[src/rtl/core/mfb_pkg.sv]
// ----------------------------------------------------------------------------
// mfb_pkg
// Shared constants, state and command codes for the max flow block.
// ----------------------------------------------------------------------------
package mfb_pkg;

   localparam int MAX_NODES_DEF = 16;
   localparam int CAP_BITS_DEF  = 16;

   localparam int NODE_W  = 4;
   localparam int CAPIN_W = 16;
   localparam int FLOW_W  = 20;
   localparam int NCNT_W  = 5;

   localparam logic [FLOW_W-1:0] FLOW_MAX    = 20'hFFFFF;
   localparam logic [NCNT_W-1:0] NCOUNT_RST  = 5'd16;
   localparam logic              REQ_WRITE   = 1'b0;
   localparam logic              REQ_RUN     = 1'b1;

   typedef enum logic [4:0] {
      ST_CLEAR,
      ST_IDLE,
      ST_CHECK,
      ST_COPY_RD,
      ST_COPY_WR,
      ST_BFS_INIT,
      ST_POP,
      ST_SCAN_RD,
      ST_SCAN_CHK,
      ST_AUG_INIT,
      ST_MIN_RD,
      ST_MIN_CHK,
      ST_UPD_INIT,
      ST_UPD_RD_F,
      ST_UPD_WR_F,
      ST_UPD_WR_R,
      ST_DONE
   } state_type;

   typedef enum logic [4:0] {
      OP_NONE,
      OP_CLEAR,
      OP_WRITE,
      OP_START,
      OP_COPY_RD,
      OP_COPY_WR,
      OP_BFS_INIT,
      OP_POP,
      OP_SCAN_RD,
      OP_SCAN_CHK,
      OP_AUG_INIT,
      OP_MIN_RD,
      OP_MIN_CHK,
      OP_UPD_INIT,
      OP_UPD_RD_F,
      OP_UPD_WR_F,
      OP_UPD_WR_R,
      OP_FINISH
   } op_type;

   typedef struct packed {
      logic run_err;
      logic rsp_busy;
      logic q_empty;
      logic hit;
      logic v_snk;
      logic v_last;
      logic u_src;
      logic cnt_last;
   } status_type;

endpackage

[src/rtl/core/mfb_ctrl.sv]
// ----------------------------------------------------------------------------
// mfb_ctrl
// Sequencer: clear sweep, copy, breadth-first search, bottleneck walk and
// path update, at most one datapath command per cycle.
// ----------------------------------------------------------------------------
module mfb_ctrl
   import mfb_pkg::*;
(
   input  logic       clock,
   input  logic       reset,
   input  logic       req_valid,
   input  logic       req_type,
   output logic       req_ready,
   input  status_type status,
   output op_type     cmd
);

   state_type state_ff, state_in;

   always_ff @(posedge clock) begin
      if (reset) begin
         state_ff <= ST_CLEAR;
      end else begin
         state_ff <= state_in;
      end
   end

   always_comb begin
      state_in  = state_ff;
      cmd       = OP_NONE;
      req_ready = 1'b0;
      unique case (state_ff)
         ST_CLEAR: begin
            cmd = OP_CLEAR;
            if (status.cnt_last) state_in = ST_IDLE;
         end
         ST_IDLE: begin
            req_ready = 1'b1;
            if (req_valid) begin
               if (req_type == REQ_WRITE) begin
                  cmd = OP_WRITE;
               end else begin
                  cmd      = OP_START;
                  state_in = ST_CHECK;
               end
            end
         end
         ST_CHECK: begin
            state_in = status.run_err ? ST_DONE : ST_COPY_RD;
         end
         ST_COPY_RD: begin
            cmd      = OP_COPY_RD;
            state_in = ST_COPY_WR;
         end
         ST_COPY_WR: begin
            cmd      = OP_COPY_WR;
            state_in = status.cnt_last ? ST_BFS_INIT : ST_COPY_RD;
         end
         ST_BFS_INIT: begin
            cmd      = OP_BFS_INIT;
            state_in = ST_POP;
         end
         ST_POP: begin
            if (status.q_empty) begin
               state_in = ST_DONE;
            end else begin
               cmd      = OP_POP;
               state_in = ST_SCAN_RD;
            end
         end
         ST_SCAN_RD: begin
            cmd      = OP_SCAN_RD;
            state_in = ST_SCAN_CHK;
         end
         ST_SCAN_CHK: begin
            cmd = OP_SCAN_CHK;
            if (status.hit && status.v_snk) begin
               state_in = ST_AUG_INIT;
            end else if (status.v_last) begin
               state_in = ST_POP;
            end else begin
               state_in = ST_SCAN_RD;
            end
         end
         ST_AUG_INIT: begin
            cmd      = OP_AUG_INIT;
            state_in = ST_MIN_RD;
         end
         ST_MIN_RD: begin
            cmd      = OP_MIN_RD;
            state_in = ST_MIN_CHK;
         end
         ST_MIN_CHK: begin
            cmd      = OP_MIN_CHK;
            state_in = status.u_src ? ST_UPD_INIT : ST_MIN_RD;
         end
         ST_UPD_INIT: begin
            cmd      = OP_UPD_INIT;
            state_in = ST_UPD_RD_F;
         end
         ST_UPD_RD_F: begin
            cmd      = OP_UPD_RD_F;
            state_in = ST_UPD_WR_F;
         end
         ST_UPD_WR_F: begin
            cmd      = OP_UPD_WR_F;
            state_in = ST_UPD_WR_R;
         end
         ST_UPD_WR_R: begin
            cmd      = OP_UPD_WR_R;
            state_in = status.u_src ? ST_BFS_INIT : ST_UPD_RD_F;
         end
         ST_DONE: begin
            if (!status.rsp_busy) begin
               cmd      = OP_FINISH;
               state_in = ST_IDLE;
            end
         end
         default: begin
            state_in = ST_IDLE;
         end
      endcase
   end

endmodule

[config.mk]
export PLATFORM = sky130hd
export DESIGN_NAME = mfb_ctrl
export DESIGN_NICKNAME = d
export VERILOG_FILES = /design/src/rtl/core/mfb_pkg.sv /design/src/rtl/core/mfb_ctrl.sv
export SDC_FILE = /design/constraint.sdc
export NUM_CORES = 1
export LEC_CHECK = 0
export BUFFER_PORTS_ARGS = -buffer_cell sky130_fd_sc_hd__buf_2
export CAP_MARGIN = 10
export CORE_MARGIN = 3
export CORE_UTILIZATION = 47
export DETAILED_ROUTE_END_ITERATION = 6
export PLACE_DENSITY = 0.69
export SYNTH_ARGS = -nofsm -noshare
export SYNTH_HDL_FRONTEND = slang
export SYNTH_SLANG_ARGS = --single-unit
[constraint.sdc]
create_clock -name clock -period 2.52 [get_ports clock]
set_clock_uncertainty 0.05 [all_clocks]
set_input_delay 0.504 -clock clock [delete_from_list [all_inputs] [get_ports clock]]
set_output_delay 0.504 -clock clock [all_outputs]
set_load 0.01 [all_outputs]
==> flow_metrics.env, run 1 <==
export IMPL_status="finished clean"
export IMPL_coreArea_mm2=0.00133
export IMPL_clk_pin_slew_ns=0.04
export IMPL_relSlewSlack=0.661
export IMPL_final_nets=115
export IMPL_grt_max_degree=15
export IMPL_ys_ff_latch=5
export IMPL_cp_end_kind="output pin"
export IMPL_port_buffers=17
export IMPL_grt_usage=0.199
export IMPL_remaining_drc_errors=0
export IMPL_postSynthCellCount=85
export IMPL_ir_worst_vdd_mv=0.274
export IMPL_root_buffer="clkbuf_4"
export IMPL_post_drt_wl_per_cell_um=14.1
export IMPL_final_max_slew_viol_count=0
export IMPL_synthArstFlopShare=0
export IMPL_layout_common_cells="17 x buf_2, 9 x nor2_1, 8 x nand2_1, 6 x a21oi_1, 6 x o21ai_0"
export IMPL_r2r_slack_ns=0.76
export IMPL_final_setup_tns_ns=0
export IMPL_htree_levels=1
export IMPL_start_kind="flop"
export IMPL_final_min_period_over_clock_period=0.933
export IMPL_whs_ns=0.462
export IMPL_hold_buffers=0
export IMPL_syn_area_um2=678
export IMPL_min_period_ns=2.35
export IMPL_post_dp_cell_area_um2=718
export IMPL_crit_arrival_ns=1.80
export IMPL_worst_ep_required_time_ns=1.97
export IMPL_regMostFlops="state_ff"
export IMPL_antenna_found_initial=0
export IMPL_synth_cell_types=39
export IMPL_final_common_cell="buf_2"
export IMPL_fillers=132
export IMPL_critical_path_class="reg -> out"
export IMPL_gr_total_overflow=0
export IMPL_die_area_mm2=0.00193
export IMPL_synth_nets=97
export IMPL_hold_viol_final=0
export IMPL_post_cts_buffers=0
export IMPL_maxCapViolCount=0
export IMPL_power_density_mw_per_mm2=323
export IMPL_synth_area_per_cell_um2=7.98
export IMPL_via_per_inst=6.07
export IMPL_first_pass_iters=4
export IMPL_routabilityCongestion=0.874
export IMPL_chipHeight_um=44.0
export IMPL_ys_seq_area_frac=0.148
export IMPL_dpl_hpwl_mm=1.28
export IMPL_clock_latency_ns=0.24
export IMPL_synth_ff_type="dfxtp_1"
export IMPL_pin_count=18
export IMPL_fp_row_count=13
export IMPL_start_util=0.508
export IMPL_top_regs="state_ff: 5 flops"
export IMPL_diodes=0
export IMPL_rsz0062_at_grt="no"
export IMPL_cts_resized=0
export IMPL_cts_tree="built"
export IMPL_max_freq_mhz=425
export IMPL_yosys_warnings=0
export IMPL_synth_edff_count=0
export IMPL_stdcell_area_um2=744
export IMPL_setup_viol=0
export IMPL_crit_path_max_fanout=13
export IMPL_cts_sinks=5
export IMPL_multi_input_area_um2=465
export IMPL_hp_class="in -> reg"
export IMPL_worst_pin_slew_ns=0.508
export IMPL_final_cells=117
export IMPL_regArea_um2=100
export IMPL_clock_path_buffers=2
export IMPL_power_leakage_uw=0.000311
export IMPL_numCtsBuffers=3
export IMPL_area_growth_pct=9.78
export IMPL_grt_pass1_wl_mm=2.83
export IMPL_drt_iter0_markers=32
export IMPL_largest_reg_flops=5
export IMPL_place_inst=113
export IMPL_via_count=710
export IMPL_postRouteAntennaNets=0
export IMPL_grt_pass1_vias=627
export IMPL_drive_gt1_frac=0.333
export IMPL_die_w_um=44.0
export IMPL_wl_mm=1.65
==> cells in the mapped netlist (2+ instances only) <==
library cell / instances / share of area
a211oi_1: 2 / 0.022
a21oi_1: 6 / 0.044
buf_6: 3 / 0.050
clkbuf_8: 4 / 0.081
dfxtp_1: 5 / 0.15
inv_1: 4 / 0.022
mux2i_1: 2 / 0.030
nand2_1: 8 / 0.044
nand2b_1: 2 / 0.018
nand3_1: 2 / 0.015
nor2_1: 9 / 0.050
nor3_1: 4 / 0.030
o21ai_0: 6 / 0.044
o221ai_1: 2 / 0.026
or3_4: 2 / 0.033
==> layout make-up <==
type	instances	share of cell area
repair buffers	21	0.155
inverters	5	0.0252
flip-flops and latches	5	0.134
well taps	15	0.0252
clock buffers	4	0.0353
multi-input cells	67	0.625
==> per-layer routing <==
metal / GRT usage / vias to the layer above / part of all wire
met3: 0.0290 / 2 / 0.071
met5: 0 / - / 0
li1: - / 355 / -
met1: 0.276 / 318 / 0.44
met4: 0.102 / 0 / 0.013
met2: 0.294 / 35 / 0.48
==> where the power goes <==
group,leakage (uW),switching (uW),internal (uW)
Clock,0.0000150,29.6,59.7
Sequential,0.0000406,5.42,81.4
Combinational,0.000256,33.3,31.4
==> through the flow <==
stage	worst slack (ns)	power, uW	utilization
6_report	0.168	241	0.558
5_1_grt	0.0168	263	0.558
4_1_cts	0.189	246	0.558
3_5_place_dp	0.406	153	0.538
3_3_place_gp	0.472	153	0.538
2_1_floorplan	0.600	131	-
==> logic make-up (layout without fill, tap and decap cells) <==
group / after synthesis / count (layout) / synth area share
buffers and inverters: 13 / 30 / 0.166
multiplexers: 2 / 2 / 0.0295
flip-flops: 5 / 5 / 0.148
AND/OR/NAND/NOR: 36 / 36 / 0.295
AO/OA/AOI/OAI: 29 / 29 / 0.362
==> path summary, 6_finish.rpt <==
path	to	depth (start not counted)	start
max	cmd[1]	4	state_ff[2]$_SDFFE_PP0P_
min	state_ff[3]$_SDFFE_PP0P_	2	reset
max reg2reg	state_ff[1]$_SDFFE_PP0P_	4	state_ff[2]$_SDFFE_PP0P_
min reg2reg	state_ff[4]$_SDFFE_PP0P_	4	state_ff[4]$_SDFFE_PP0P_
==> critical path, cell delays in order, from the launching register on <==
cell and delay [ns]:
dfxtp_1 0.59, o21ai_0 0.16, a2111oi_1 0.56, a21o_1 0.13
buf_2 0.12
No activity file was read; power rests on OpenSTA's default activity.
==> run 2, diff against run 1 <==
BUFFER_PORTS_ARGS = -buffer_cell sky130_fd_sc_hd__clkbuf_2   (was -buffer_cell sky130_fd_sc_hd__buf_2)
==> flow_metrics.env, run 2 (synthesis results as in run 1) <==
export IMPL_start_util=0.508
export IMPL_first_pass_iters=4
export IMPL_final_setup_tns_ns=0
export IMPL_area_growth_pct=8.67
export IMPL_grt_usage=0.200
export IMPL_crit_arrival_ns=1.79
export IMPL_fillers=145
export IMPL_place_inst=112
export IMPL_status="finished clean"
export IMPL_cts_tree="built"
export IMPL_top_regs="state_ff: 5 flops"
export IMPL_final_min_period_over_clock_period=0.929
export IMPL_layout_common_cells="17 x clkbuf_2, 9 x nor2_1, 8 x nand2_1, 6 x a21oi_1, 6 x o21ai_0"
export IMPL_combinationalPowerShare=0.267
export IMPL_fp_row_count=13
export IMPL_chipHeight_um=44.0
export IMPL_clock_latency_ns=0.24
export IMPL_maxCapViolCount=0
export IMPL_cp_end_kind="output pin"
export IMPL_final_common_cell="clkbuf_2"
export IMPL_gr_total_overflow=0
export IMPL_power_density_mw_per_mm2=327
export IMPL_path_buf_inv=1
export IMPL_max_freq_mhz=427
export IMPL_cp_slowest_cell="dfxtp_1"
export IMPL_diodes=0
export IMPL_regMostFlops="state_ff"
export IMPL_net_switching_power_uw=68.4
export IMPL_root_buffer="clkbuf_4"
export IMPL_hp_class="in -> reg"
export IMPL_internal_power_uw=172
export IMPL_final_nets=114
export IMPL_power_frac_seq=0.363
export IMPL_post_cts_buffers=0
export IMPL_power_leakage_uw=0.000305
export IMPL_clock_path_buffers=2
export IMPL_crit_path_cell_trace="o21ai_0 -> a2111oi_1 -> a21o_1 -> clkbuf_2"
export IMPL_multi_input_area_um2=465
export IMPL_die_w_um=44.0
export IMPL_worst_pin_slew_ns=0.568
export IMPL_relSlewSlack=0.621
export IMPL_grt_max_degree=17
export IMPL_critical_path_class="reg -> out"
export IMPL_hold_viol_final=0
export IMPL_final_cells=116
export IMPL_largest_reg_flops=5
export IMPL_final_max_slew_viol_count=0
export IMPL_post_drt_wl_per_cell_um=14.6
export IMPL_p_sw_frac=0.284
export IMPL_antenna_found_initial=0
export IMPL_start_kind="flop"
export IMPL_worst_ep_required_time_ns=1.97
export IMPL_postRouteAntennaNets=0
export IMPL_pin_count=18
export IMPL_crit_family="compound AO/OA/AOI/OAI gates"
export IMPL_cts_resized=0
export IMPL_hold_buffers=0
export IMPL_coreArea_mm2=0.00133
export IMPL_grt_pass1_wl_mm=2.88
export IMPL_ir_worst_vdd_mv=0.246
export IMPL_via_count=731
export IMPL_via_per_inst=6.30
export IMPL_routabilityCongestion=0.935
export IMPL_cts_sinks=5
export IMPL_regArea_um2=100
export IMPL_port_buffers=17
export IMPL_crit_path_max_fanout=13
export IMPL_drt_iter0_markers=22
export IMPL_die_area_mm2=0.00193
export IMPL_dpl_hpwl_mm=1.30
export IMPL_remaining_drc_errors=0
export IMPL_slowest_delay_ns=0.61
export IMPL_setup_viol=0
export IMPL_min_period_ns=2.34
export IMPL_power_frac_clock=0.370
export IMPL_numCtsBuffers=3
export IMPL_grt_pass1_vias=639
export IMPL_clk_pin_slew_ns=0.04
export IMPL_drive_gt1_frac=0.327
export IMPL_htree_levels=1
export IMPL_rsz0062_at_grt="no"
export IMPL_wl_mm=1.70
-- run 2: cell type report --
cell class | instances | share of cell area
Inverter | 5 | 0.0255
Clock buffer | 4 | 0.0357
Sequential cell | 5 | 0.136
Timing Repair Buffer | 20 | 0.146
Multi-Input combinational cell | 67 | 0.632
Tap cell | 15 | 0.0255
-- run 2: final timing paths --
check | start | cells past startpoint | slack, ns | endpoint
worst min register to register | state_ff[4]$_SDFFE_PP0P_ | 1 | 0.72 | state_ff[2]$_SDFFE_PP0P_
worst max register to register | state_ff[2]$_SDFFE_PP0P_ | 4 | 0.74 | state_ff[1]$_SDFFE_PP0P_
worst max-delay path | state_ff[2]$_SDFFE_PP0P_ | 4 | 0.18 | cmd[1]
worst min-delay path | reset | 2 | 0.47 | state_ff[3]$_SDFFE_PP0P_
-- run 2: power groups by stage --
stage	registers [uW]	logic, uW	clock network [uW]
final	87.4	64.1	89.1
after global routing	88.1	69.8	103
after CTS	87.3	64.1	94.5
after detailed placement	88.6	63.9	0
after global placement	88.5	63.1	0
after floorplan	83.9	46.6	0
-- run 2: layer usage --
layer  track usage  routed length (um)
met5             0                   0
met4         0.163                  46
met3        0.0332                 123
met2         0.282                 812
met1         0.262                 715
-- run 2: stage by stage --
step / hold slack (ns) / util / total power [uW] / setup WS (ns) / instance area, um2
2_1_floorplan: 0.520 / - / 131 / 0.600 / 678
3_3_place_gp: 0.688 / 0.533 / 152 / 0.468 / 711
3_5_place_dp: 0.705 / 0.533 / 153 / 0.435 / 711
4_1_cts: 0.463 / 0.553 / 246 / 0.180 / 737
5_1_grt: 0.458 / 0.553 / 261 / 0.0620 / 737
6_report: 0.474 / 0.553 / 241 / 0.179 / 737
